File: config.mk
export PLATFORM = sky130hd
export DESIGN_NAME = affine_cipher_printable_ascii_top
export DESIGN_NICKNAME = d
export VERILOG_FILES = /design/src/rtl/acpa_pkg.sv /design/src/rtl/acpa_ctrl.sv /design/src/rtl/acpa_datapath.sv /design/src/rtl/affine_cipher_printable_ascii_top.sv
export VERILOG_INCLUDE_DIRS = /design/src /design/src/rtl
export SDC_FILE = /design/constraint.sdc
export NUM_CORES = 1
export LEC_CHECK = 0
export ABC_AREA = 1
export BUFFER_PORTS_ARGS = -buffer_cell sky130_fd_sc_hd__buf_2
export CORE_MARGIN = 2
export CORE_UTILIZATION = 45
export CTS_BUF_LIST = sky130_fd_sc_hd__clkbuf_4 sky130_fd_sc_hd__clkbuf_8 sky130_fd_sc_hd__clkbuf_16
export DETAILED_ROUTE_END_ITERATION = 10
export GPL_ROUTABILITY_DRIVEN = 1
export SYNTH_ARGS = -nofsm -noshare
export SYNTH_HDL_FRONTEND = slang
export SYNTH_SLANG_ARGS = --single-unit
File: constraint.sdc
create_clock -name aclk -period 7.7 [get_ports aclk]
set_input_delay 1.155 -clock aclk [delete_from_list [all_inputs] [get_ports aclk]]
set_output_delay 1.155 -clock aclk [all_outputs]
set_load 0.1 [all_outputs]
File: src/rtl/affine_cipher_printable_ascii_top_macros.svh
// assertion macros for the affine cipher block
`ifndef AFFINE_CIPHER_PRINTABLE_ASCII_TOP_MACROS_SVH
`define AFFINE_CIPHER_PRINTABLE_ASCII_TOP_MACROS_SVH

// implication checked on every clock edge outside reset
`define ACPA_ASSERT(label, clk, rstn, prop, msg) \
    label: assert property (@(posedge clk) disable iff (!rstn) prop) else $error(msg);

// implication checked on every clock edge, reset included
`define ACPA_ASSERT_ALWAYS(label, clk, prop, msg) \
    label: assert property (@(posedge clk) prop) else $error(msg);

`endif

File: src/rtl/acpa_pkg.sv
// shared types and constants for the affine cipher block
`timescale 1ns / 1ps
`default_nettype none
package acpa_pkg;

    localparam int ALPHABET_SIZE = 95;
    localparam int FIRST_CODE    = 32;

    localparam int CODE_W  = 8;
    localparam int KEY_W   = 7;
    localparam int IDX_W   = $clog2(ALPHABET_SIZE);
    localparam int PROD_W  = 2 * IDX_W + 1;
    localparam int RECIP_SHIFT = PROD_W;
    localparam int RECIP   = (1 << RECIP_SHIFT) / ALPHABET_SIZE;
    localparam int CFG_ADDR_W = 2;

    localparam logic [CFG_ADDR_W-1:0] REG_KEY_MULT  = 2'd0;
    localparam logic [CFG_ADDR_W-1:0] REG_KEY_SHIFT = 2'd1;
    localparam logic [CFG_ADDR_W-1:0] REG_DIRECTION = 2'd2;

    typedef enum logic [2:0] {
        ST_IDLE,
        ST_INV_INIT,
        ST_INV_SEARCH,
        ST_MUL,
        ST_QUOT,
        ST_REDUCE
    } state_t;

    typedef struct packed {
        logic load_char;
        logic inv_init;
        logic inv_step;
        logic mul;
        logic quot;
        logic load_out;
    } cmd_t;

    typedef struct packed {
        logic inv_ready;
        logic inv_done;
        logic in_range;
        logic out_busy;
    } status_t;

endpackage
`default_nettype wire

File: src/rtl/acpa_ctrl.sv
// controller state machine for the affine cipher block
`timescale 1ns / 1ps
`default_nettype none
module acpa_ctrl (
    input  wire logic             aclk,
    input  wire logic             aresetn,
    input  wire logic             s_tvalid,
    output logic                  s_tready,
    input  acpa_pkg::status_t     status,
    output acpa_pkg::cmd_t        cmd
);

    acpa_pkg::state_t state_reg;
    acpa_pkg::state_t state_next;

    always_ff @(posedge aclk) begin
        if (!aresetn) begin
            state_reg <= acpa_pkg::ST_IDLE;
        end else begin
            state_reg <= state_next;
        end
    end

    always_comb begin
        state_next = state_reg;
        cmd        = '0;
        s_tready   = 1'b0;
        unique case (state_reg)
            acpa_pkg::ST_IDLE: begin
                s_tready = 1'b1;
                if (s_tvalid) begin
                    cmd.load_char = 1'b1;
                    state_next = status.inv_ready ? acpa_pkg::ST_MUL : acpa_pkg::ST_INV_INIT;
                end
            end
            acpa_pkg::ST_INV_INIT: begin
                cmd.inv_init = 1'b1;
                state_next   = acpa_pkg::ST_INV_SEARCH;
            end
            acpa_pkg::ST_INV_SEARCH: begin
                cmd.inv_step = 1'b1;
                if (status.inv_done) begin
                    state_next = acpa_pkg::ST_MUL;
                end
            end
            acpa_pkg::ST_MUL: begin
                cmd.mul    = 1'b1;
                state_next = status.in_range ? acpa_pkg::ST_QUOT : acpa_pkg::ST_IDLE;
            end
            acpa_pkg::ST_QUOT: begin
                cmd.quot   = 1'b1;
                state_next = acpa_pkg::ST_REDUCE;
            end
            acpa_pkg::ST_REDUCE: begin
                if (!status.out_busy) begin
                    cmd.load_out = 1'b1;
                    state_next   = acpa_pkg::ST_IDLE;
                end
            end
            default: begin
                state_next = acpa_pkg::ST_IDLE;
            end
        endcase
    end

endmodule
`default_nettype wire

File: src/rtl/acpa_datapath.sv
// key registers, inverse search, multiply and modulo datapath
`timescale 1ns / 1ps
`default_nettype none
module acpa_datapath (
    input  wire logic                              aclk,
    input  wire logic                              aresetn,
    input  wire logic                              cfg_we,
    input  wire logic [acpa_pkg::CFG_ADDR_W-1:0]   cfg_addr,
    input  wire logic [acpa_pkg::KEY_W-1:0]        cfg_wdata,
    input  wire logic [acpa_pkg::CODE_W-1:0]       s_tdata,
    output logic [acpa_pkg::CODE_W-1:0]            m_tdata,
    output logic                                   m_tuser,
    output logic                                   m_tvalid,
    input  wire logic                              m_tready,
    input  acpa_pkg::cmd_t                         cmd,
    output acpa_pkg::status_t                      status
);

    localparam int IDX_W  = acpa_pkg::IDX_W;
    localparam int PROD_W = acpa_pkg::PROD_W;
    localparam int WIDE_W = 2 * PROD_W;
    localparam int CHK_W  = acpa_pkg::CODE_W + 1;
    localparam logic [IDX_W-1:0] M_IDX   = IDX_W'(acpa_pkg::ALPHABET_SIZE);
    localparam logic [IDX_W-1:0] M_LAST  = IDX_W'(acpa_pkg::ALPHABET_SIZE - 1);
    localparam logic [IDX_W:0]   M_EXT   = (IDX_W+1)'(acpa_pkg::ALPHABET_SIZE);
    localparam logic [PROD_W-1:0] M_PROD = PROD_W'(acpa_pkg::ALPHABET_SIZE);
    localparam logic [PROD_W-1:0] RECIP_C = PROD_W'(acpa_pkg::RECIP);
    localparam logic [CHK_W-1:0] FIRST_CHK = CHK_W'(acpa_pkg::FIRST_CODE);
    localparam logic [CHK_W-1:0] M_CHK     = CHK_W'(acpa_pkg::ALPHABET_SIZE);

    logic [acpa_pkg::KEY_W-1:0]  key_mult_reg;
    logic [acpa_pkg::KEY_W-1:0]  key_shift_reg;
    logic                        direction_reg;
    logic                        inv_ready_reg;
    logic [IDX_W-1:0]            inv_reg;
    logic [IDX_W-1:0]            inv_t_reg;
    logic [IDX_W-1:0]            inv_acc_reg;
    logic [acpa_pkg::CODE_W-1:0] char_reg;
    logic [PROD_W-1:0]           prod_reg;
    logic [PROD_W-1:0]           quot_reg;
    logic [acpa_pkg::CODE_W-1:0] out_char_reg;
    logic                        out_err_reg;
    logic                        out_valid_reg;

    logic [IDX_W-1:0]  a_red;
    logic [IDX_W-1:0]  b_red;
    logic [CHK_W-1:0]  char_off;
    logic              in_range;
    logic [IDX_W-1:0]  j_idx;
    logic [IDX_W-1:0]  d_idx;
    logic [IDX_W:0]    acc_sum;
    logic [IDX_W-1:0]  acc_next;
    logic              inv_hit;
    logic [IDX_W-1:0]  mul_x;
    logic [IDX_W-1:0]  mul_y;
    logic [PROD_W-1:0] prod_next;
    logic [WIDE_W-1:0] quot_wide;
    logic [PROD_W-1:0] rem_wide;
    logic [IDX_W-1:0]  r_idx;
    logic [acpa_pkg::CODE_W-1:0] code_next;

    // keys reduced into the alphabet range
    always_comb begin
        a_red = (key_mult_reg >= M_IDX) ? IDX_W'(key_mult_reg - M_IDX) : IDX_W'(key_mult_reg);
        b_red = (key_shift_reg >= M_IDX) ? IDX_W'(key_shift_reg - M_IDX) : IDX_W'(key_shift_reg);
    end

    always_comb begin
        char_off = CHK_W'(char_reg) - FIRST_CHK;
        in_range = (CHK_W'(char_reg) >= FIRST_CHK) && (char_off < M_CHK);
        j_idx    = char_off[IDX_W-1:0];
        d_idx    = (j_idx >= b_red) ? IDX_W'(j_idx - b_red) : IDX_W'(j_idx + M_IDX - b_red);
        acc_sum  = {1'b0, inv_acc_reg} + {1'b0, a_red};
        acc_next = (acc_sum >= M_EXT) ? IDX_W'(acc_sum - M_EXT) : acc_sum[IDX_W-1:0];
        inv_hit  = (inv_acc_reg == IDX_W'(1));
    end

    always_comb begin
        mul_x     = direction_reg ? inv_reg : a_red;
        mul_y     = direction_reg ? d_idx : j_idx;
        prod_next = PROD_W'(mul_x) * PROD_W'(mul_y) + (direction_reg ? '0 : PROD_W'(b_red));
        quot_wide = WIDE_W'(prod_reg) * WIDE_W'(RECIP_C);
        rem_wide  = prod_reg - PROD_W'(quot_reg * M_PROD);
        r_idx     = (rem_wide >= M_PROD) ? IDX_W'(rem_wide - M_PROD) : rem_wide[IDX_W-1:0];
        code_next = acpa_pkg::CODE_W'(acpa_pkg::FIRST_CODE) + acpa_pkg::CODE_W'(r_idx);
    end

    always_ff @(posedge aclk) begin
        if (!aresetn) begin
            key_mult_reg  <= acpa_pkg::KEY_W'(1);
            key_shift_reg <= '0;
            direction_reg <= 1'b0;
            inv_ready_reg <= 1'b0;
            inv_reg       <= '0;
            out_valid_reg <= 1'b0;
        end else begin
            if (cfg_we) begin
                unique case (cfg_addr)
                    acpa_pkg::REG_KEY_MULT: begin
                        key_mult_reg  <= cfg_wdata;
                        inv_ready_reg <= 1'b0;
                    end
                    acpa_pkg::REG_KEY_SHIFT: begin
                        key_shift_reg <= cfg_wdata;
                        inv_ready_reg <= 1'b0;
                    end
                    acpa_pkg::REG_DIRECTION: begin
                        direction_reg <= cfg_wdata[0];
                        inv_ready_reg <= 1'b0;
                    end
                    default: begin
                    end
                endcase
            end
            if (cmd.inv_step && (inv_hit || inv_t_reg == M_LAST)) begin
                inv_reg       <= inv_hit ? inv_t_reg : '0;
                inv_ready_reg <= 1'b1;
            end
            if (cmd.load_out) begin
                out_valid_reg <= 1'b1;
            end else if (m_tready) begin
                out_valid_reg <= 1'b0;
            end
        end
    end

    always_ff @(posedge aclk) begin
        if (cmd.load_char) begin
            char_reg <= s_tdata;
        end
        if (cmd.inv_init) begin
            inv_t_reg   <= IDX_W'(1);
            inv_acc_reg <= a_red;
        end else if (cmd.inv_step) begin
            inv_t_reg   <= inv_t_reg + IDX_W'(1);
            inv_acc_reg <= acc_next;
        end
        if (cmd.mul) begin
            prod_reg <= prod_next;
        end
        if (cmd.quot) begin
            quot_reg <= quot_wide[acpa_pkg::RECIP_SHIFT +: PROD_W];
        end
        if (cmd.load_out) begin
            out_char_reg <= (inv_reg == '0) ? '0 : code_next;
            out_err_reg  <= (inv_reg == '0);
        end
    end

    assign status.inv_ready = inv_ready_reg;
    assign status.inv_done  = inv_hit || (inv_t_reg == M_LAST);
    assign status.in_range  = in_range;
    assign status.out_busy  = out_valid_reg && !m_tready;

    assign m_tdata  = out_char_reg;
    assign m_tuser  = out_err_reg;
    assign m_tvalid = out_valid_reg;

endmodule
`default_nettype wire

File: src/rtl/affine_cipher_printable_ascii_top.sv
// top level of the affine cipher over printable ascii
//
//  port group  dir  tdata (low bit up)   tuser
//  s_          in   in_char[7:0]         none
//  m_          out  out_char[7:0]        key_error
//  cfg_        in   addr 0 key_mult, 1 key_shift, 2 direction
//
//  a character in the alphabet passes the states mul, quot and reduce after
//  accept, and the next one is taken once the result is loaded; one outside
//  the alphabet goes from mul back to idle and gives no beat
//  the first character after reset or a register write first runs the inverse
//  search through inv_init and inv_search, one modular add of a per cycle
//  reset is synchronous; a stalled m_ side holds the result and the next
//  character is taken while the result waits
`timescale 1ns / 1ps
`default_nettype none
`include "affine_cipher_printable_ascii_top_macros.svh"
module affine_cipher_printable_ascii_top (
    input  wire logic                              aclk,
    input  wire logic                              aresetn,
    input  wire logic                              s_tvalid,
    output logic                                   s_tready,
    input  wire logic [acpa_pkg::CODE_W-1:0]       s_tdata,   // in_char
    output logic                                   m_tvalid,
    input  wire logic                              m_tready,
    output logic [acpa_pkg::CODE_W-1:0]            m_tdata,   // out_char
    output logic                                   m_tuser,   // key_error
    input  wire logic                              cfg_we,
    input  wire logic [acpa_pkg::CFG_ADDR_W-1:0]   cfg_addr,
    input  wire logic [acpa_pkg::KEY_W-1:0]        cfg_wdata
);

    acpa_pkg::cmd_t    cmd;
    acpa_pkg::status_t status;

    acpa_ctrl u_ctrl (
        .aclk     (aclk),
        .aresetn  (aresetn),
        .s_tvalid (s_tvalid),
        .s_tready (s_tready),
        .status   (status),
        .cmd      (cmd)
    );

    acpa_datapath u_datapath (
        .aclk      (aclk),
        .aresetn   (aresetn),
        .cfg_we    (cfg_we),
        .cfg_addr  (cfg_addr),
        .cfg_wdata (cfg_wdata),
        .s_tdata   (s_tdata),
        .m_tdata   (m_tdata),
        .m_tuser   (m_tuser),
        .m_tvalid  (m_tvalid),
        .m_tready  (m_tready),
        .cmd       (cmd),
        .status    (status)
    );

    `ACPA_ASSERT(a_err_zero, aclk, aresetn, (m_tvalid && m_tuser) |-> (m_tdata == '0), "key error beat carries a nonzero char")
    `ACPA_ASSERT(a_ok_printable, aclk, aresetn, (m_tvalid && !m_tuser) |-> (m_tdata >= acpa_pkg::CODE_W'(acpa_pkg::FIRST_CODE)), "result char below alphabet")
    `ACPA_ASSERT(a_no_overwrite, aclk, aresetn, cmd.load_out |-> !status.out_busy, "result loaded over a pending beat")
    `ACPA_ASSERT_ALWAYS(a_one_at_a_time, aclk, (aresetn && s_tvalid && s_tready) |=> !s_tready, "second beat taken while busy")

endmodule
`default_nettype wire
-- After elaboration in Yosys (flattened, before gate mapping)
Index checks and enable logic that the tools add are counted.
- bits in registers: 82
- bits in latches: 0
- RAM bits: 0
- memory bits (read-only): 0
- input port bits: 22
- output and inout port bits: 11
- logic and storage cells: 98
- memories kept: 0
- add/subtract/negate cells: 13
- $mul: 3
- div/mod/pow operators: 0
- order comparisons: 7
- eq/ne operators: 12
- shift-type cells: 0
- multiplexer cells: 31
- bitwise gates (word level): 0
- reductions and logical operators: 18
- operator list (cell ; count):
    2-to-1 mux 7 bit ; 11
    subtractor 7 bit, second input constant ; 4
    multiplier 15 x 6 -> 21 bit, second input constant ; 1
    one-hot mux 3 bit (6 select lines) ; 1
    adder 14 x 15 -> 15 bit ; 1
    >= comparator 15 x 7 -> 1 bit, second input constant ; 1
    multiplier 9 x 7 -> 15 bit, second input constant ; 1
    subtractor 15 bit ; 1
    >= comparator 7 bit, second input constant ; 2
    multiplier 7 x 7 -> 14 bit ; 1
    2-to-1 mux 1 bit ; 14
    subtractor 7 bit ; 2
    2-to-1 mux 3 bit ; 4
    less-than comparator 9 x 7 -> 1 bit, second input constant ; 1
    subtractor 8 x 6 -> 9 bit, second input constant ; 1
    adder 6 x 7 -> 8 bit, first input constant ; 1
    adder 7 x 7 -> 8 bit ; 1
    >= comparator 8 x 6 -> 1 bit, second input constant ; 1
    >= comparator 8 x 7 -> 1 bit, second input constant ; 1
    AND reduction 2 bit ; 4
    nonzero test 2 bit ; 4
    adder 7 x 1 -> 7 bit, second input constant ; 1
    adder 7 bit, second input constant ; 1
    equality test 7 x 1 -> 1 bit, second input constant ; 1
    other kinds (17) ; 23

-- Logic depth before layout (Yosys ltp)
- word-level depth: 7
- mapped depth: 39
- gate-level depth less buffers: 39

-- Hierarchy
From an unflattened synthesis, not the netlist that was laid out.
- cells, all modules: 1358
- area, all modules: 10905.5 um2
- by module, submodules not included (module ; instances ; cells each ; area each (um2) ; sequential area each (um2)):
    acpa_datapath ; 1 ; 1316 ; 10639.0 ; 2062.0
    acpa_ctrl ; 1 ; 42 ; 266.5 ; 60.1

-- Worst setup path before layout
No wires, ideal clock.
- kind: reg-to-reg
- start point: reg u_datapath.key_shift_reg[0] in the netlist's numbering
- end point: reg u_datapath.prod_reg[14], data pin
- library setup time: 258 ps
- arrival: 6190 ps
- required time: 7442 ps
- setup slack: 1253 ps
- stages on the path, launching flop included: 33
- buffers on the path: 0
- period minus slack after synthesis: 6447 ps
- cells stage by stage: dfxtp_1 -> ha_1 -> nand2_2 -> nor2_2 -> nor2_2 -> nand2_4 -> nand2_1 -> xor2_1 -> inv_1 -> ha_1 -> ha_1 -> fa_1 -> xnor2_1 -> o211ai_2 -> nand2_1 -> nor2_1 -> fa_1 -> fa_1 -> inv_1 -> fa_1 -> fa_1 -> inv_1 -> ha_1 -> nand2_1 -> nor2_1 -> a211oi_1 -> o21ai_0 -> a21boi_0 -> o21ai_0 -> a21oi_1 -> nor2_1 -> nor2_1 -> xnor2_1
- longest elaborated chain between the ends: 7
- elaborated cells between the ends (all ways): 11
- those cells by class: add/sub: 4; mul: 1; order compare: 2; mux: 4
- RTL lines (item ; RTL line ; text):
    from (decl) ; acpa_datapath.sv:32 ; logic [acpa_pkg::KEY_W-1:0] key_shift_reg;
    from (signal assigned) ; acpa_datapath.sv:104 ; key_shift_reg <= cfg_wdata;
    subtractor 7 bit / >= comparator 7 bit (equally long branches) ; acpa_datapath.sv:65 ; b_red = (key_shift_reg >= M_IDX) ? IDX_W'(key_shift_reg - M_IDX) : IDX_W'(key_shift_reg);
    2-to-1 mux 7 bit * ; acpa_datapath.sv:65 ;
    subtractor 7 bit / >= comparator 7 bit (equally long branches) ; acpa_datapath.sv:72 ; d_idx = (j_idx >= b_red) ? IDX_W'(j_idx - b_red) : IDX_W'(j_idx + M_IDX - b_red);
    2-to-1 mux 7 bit ; acpa_datapath.sv:72 ;
    2-to-1 mux 7 bit ; acpa_datapath.sv:80 ; mul_y = direction_reg ? d_idx : j_idx;
    multiplier 7 x 7 -> 14 bit ; acpa_datapath.sv:81 ; prod_next = PROD_W'(mul_x) * PROD_W'(mul_y) + (direction_reg ? '0 : PROD_W'(b_red));
    adder 14 x 15 -> 15 bit * ; acpa_datapath.sv:81 ;
    net u_datapath.prod_next[14] ; acpa_datapath.sv:56 ; logic [PROD_W-1:0] prod_next;
    to (signal assigned) ; acpa_datapath.sv:139 ; prod_reg <= prod_next;
    to (decl) ; acpa_datapath.sv:39 ; logic [PROD_W-1:0] prod_reg;
Mark *: on every way through the listed nets, which the timed path passes. The rest lies on a longest branch.
A chain may end at the register's enable or synchronous reset.

-- Worst setup path after layout
Same ends and word-level chain as after synthesis.

==> impl_metrics.csv <==
group,metric,value,unit
hold_path,hold_depth,2,
clock_tree,cts.sinks,82,
final_layout,final_area,0.0115,sq mm
placement,dp_cells,1646,
setup_path,crit_type,"reg2reg",
grt,grt_pass1_wl,38700,microns
sta,fin_worst_skew,10.0,ps
sta,slew_viol_final,0,
sta,setup_ws,628,ps
final_layout,layoutNonFillerInstCount,1662,
sta,holdWs,480,ps
setup_path,slowest_delay,540,ps
die,fp.dieArea,0.0250,sq mm
yosys,synthCells,1302,
placement,placed_area,0.0112,sq mm
sta,slew_headroom,27.1,%
detailed_routing,drt_iter0_markers,412,
clock_tree,h-tree-depth,3,
yosys,ys_types,55,
grt,grt.total_usage,19.4,%
sta,setup_viol,0,
power,p_leak,5.87,nW
placement,hpwlAfterDp,19300,microns
clock_tree,clk_latency,350,ps
die,core_area,0.0234,sq mm
hold_path,whs_endpoint,"u_datapath.inv_reg[0]$_SDFFE_PN0P_",
clock_tree,cts_buffer_depth,2,
die,dieWidth,158,microns
power,p_per_area,269,mW/mm^2
detailed_routing,dr_total_vias,8220,
yosys,synth.avg_cell_area,8.19,sq um
clock_tree,postCtsSetupBuffers,0,
detailed_routing,antenna_left,0,
yosys,netlist_area,0.0107,sq mm
clock_tree,numCtsBuffers,9,
grt,grt_pass1_vias,8230,
placement,place_congestion,0.893,
flow_run,drv_cap,0,
power,p_total,3.08,mW
yosys,synth-seq-cells,82,
detailed_routing,via_per_inst,4.95,
final_layout,area_growth,7.65,%
yosys,synthFlopType,"edfxtp_1",
final_layout,multiInputGateArea,0.00735,sq mm
setup_path,regToRegSetupSlack,630,ps
hold_path,hold_start,"u_datapath.inv_reg[0]$_SDFFE_PN0P_",
setup_path,cp_slowest_cell,"fa_1",
die,die_y,158,microns
grt,grt_overflow_total,0,
final_layout,antennaDiodeCount,0,
final_layout,final_nets,1615,
detailed_routing,wl_per_cell,13.6,microns
power,ir_drop,0.219,mV
clock_tree,clock-root-buffer,"clkbuf_16",
setup_path,start_kind,"register",
grt,antenna_found_initial,0,
status,status,"finished clean",
detailed_routing,drc,0,
setup_path,cp.required,7800,ps
sta,post-route-min-period,7070,ps
yosys,syn-num-nets,1579,
final_layout,largest_register_ffs,15,
sta,post-route-period-util,91.8,%
clock_tree,path_clk_slew,70,ps
sta,worst_slew_pin_slew,1080,ps
final_layout,fill_cells,2320,
final_layout,utilization,49.1,%
sta,tns,0,ps
final_layout,mostFrequentLayoutCell,"inv_1",
setup_path,reg2regPathDepth,32,
final_layout,mostFrequentLayoutCells,"299 x inv_1, 176 x nand2_1, 159 x ha_1, 96 x fa_1, 93 x nor2_1",
detailed_routing,first_pass_iters,4,
die,start_util,45.6,%
clock_tree,cts_tree,"done",
die,placementRows,56,
setup_path,rr_startpoint,"u_datapath.key_shift_reg[0]$_SDFFE_PN0P_",
sta,hold_violations,0,
setup_path,crit_arrival,7170,ps
clock_tree,hold_buffers,0,
final_layout,ff_latch_area,0.00212,sq mm
yosys,async_reset_ff_share,0,%
placement,dp_slack,597,ps
detailed_routing,routed_wl,22600,microns
placement,io_buffers,32,
yosys,yosysSeqAreaShare,19.9,%
setup_path,worstPathMaxFanout,8,
die,ioPinCount,33,
clock_tree,ctsResizeCount,0,
hold_path,min_path_type,"reg2reg",
yosys,synth-edff-count,48,
final_layout,final_layout_size_suffix_gt1_share,7.37,%
sta,rsz0062_at_grt,"no",
yosys,yosysWarnings,0,
grt,grt_max_degree,20,
sta,timing.fmax,141,MHz
setup_path,cp-end-kind,"register",
setup_path,r2r-end,"u_datapath.prod_reg[14]$_DFFE_PP_",
## critical path, delay by kind of cell, from the launching register on
| kind | cells | cell delay [ps] |
|---|---|---|
| AND/OR/NAND/NOR | 11 | 1140 |
| AO/OA/AOI/OAI | 9 | 1730 |
| XOR/XNOR | 2 | 450 |
| buffers and inverters | 3 | 150 |
| flip-flops | 1 | 390 |
| adder cells (fa/ha/maj) | 7 | 2950 |
## worst max path at each step
| stage | startpoint | to | slack [ps] | cells after the start |
|---|---|---|---|---|
| floorplan | u_datapath.key_shift_reg[0]$_SDFFE_PN0P_ | u_datapath.prod_reg[14]$_DFFE_PP_ | 1250 | 32 |
| global placement | u_datapath.key_shift_reg[0]$_SDFFE_PN0P_ | u_datapath.prod_reg[14]$_DFFE_PP_ | 730 | 32 |
| detailed placement | u_datapath.key_shift_reg[1]$_SDFFE_PN0P_ | u_datapath.prod_reg[14]$_DFFE_PP_ | 600 | 32 |
| CTS | u_datapath.key_shift_reg[1]$_SDFFE_PN0P_ | u_datapath.prod_reg[14]$_DFFE_PP_ | 580 | 32 |
| global route | u_datapath.key_shift_reg[0]$_SDFFE_PN0P_ | u_datapath.prod_reg[14]$_DFFE_PP_ | 9 | 32 |
| finish | u_datapath.key_shift_reg[0]$_SDFFE_PN0P_ | u_datapath.prod_reg[14]$_DFFE_PP_ | 630 | 32 |
## report_power, final
part	switching (mW)	internal [mW]	total (mW)	leakage [nW]
Clock	0.183	0.221	0.404	0.139
Sequential	0.0624	0.585	0.648	0.719
Combinational	1.26	0.778	2.03	5.01
Total	1.50	1.58	3.08	5.87
## synthesized netlist by cell type, types with 5 or more instances
cell	instances	area share (%)
or2_2	5	0.29
dfxtp_1	34	6.4
a21oi_1	86	4.0
nand3_1	77	3.6
nor3_1	6	0.28
nor2_1	93	3.3
nand2_2	14	0.82
inv_1	299	11
nand3_2	9	0.84
xor2_1	39	3.2
nand4_1	13	0.76
fa_1	96	18
o21ai_1	8	0.38
o21ai_0	49	2.3
ha_1	159	19
clkbuf_1	8	0.28
xnor2_1	24	2.0
edfxtp_1	48	14
o211ai_1	5	0.35
nand2_1	176	6.2
## area by class of cell
type	instances	area share (%)
clock buffers	9	1.96
clock inverters	7	0.414
inverters	304	9.98
multi-input cells	905	64.0
flip-flops and latches	82	18.5
well taps	319	3.48
repair buffers	36	1.66
## kinds of logic (layout without fill, tap and decap cells)
family                   after synthesis  in the layout  share of synthesized area [%]
AND/OR/NAND/NOR                      412            412                           17.8
adder cells (fa/ha/maj)              255            255                           36.7
XOR/XNOR                              63             63                           5.17
buffers and inverters                315            356                           11.2
flip-flops                            82             82                           19.9
AO/OA/AOI/OAI                        175            175                           9.29
## routing by layer
metal | track usage [%] | up-vias | share of wire [%] | wire, microns
met2 | 34.8 | 117 | 49 | 11000
met4 | 4.72 | 0 | 1.7 | 382
li1 | - | 4237 | - | -
met5 | 0 | - | 0 | 0
met3 | 2.55 | 25 | 2.4 | 544
met1 | 24.9 | 3841 | 47 | 10600
Note: power is estimated with default switching activity, not from simulation.
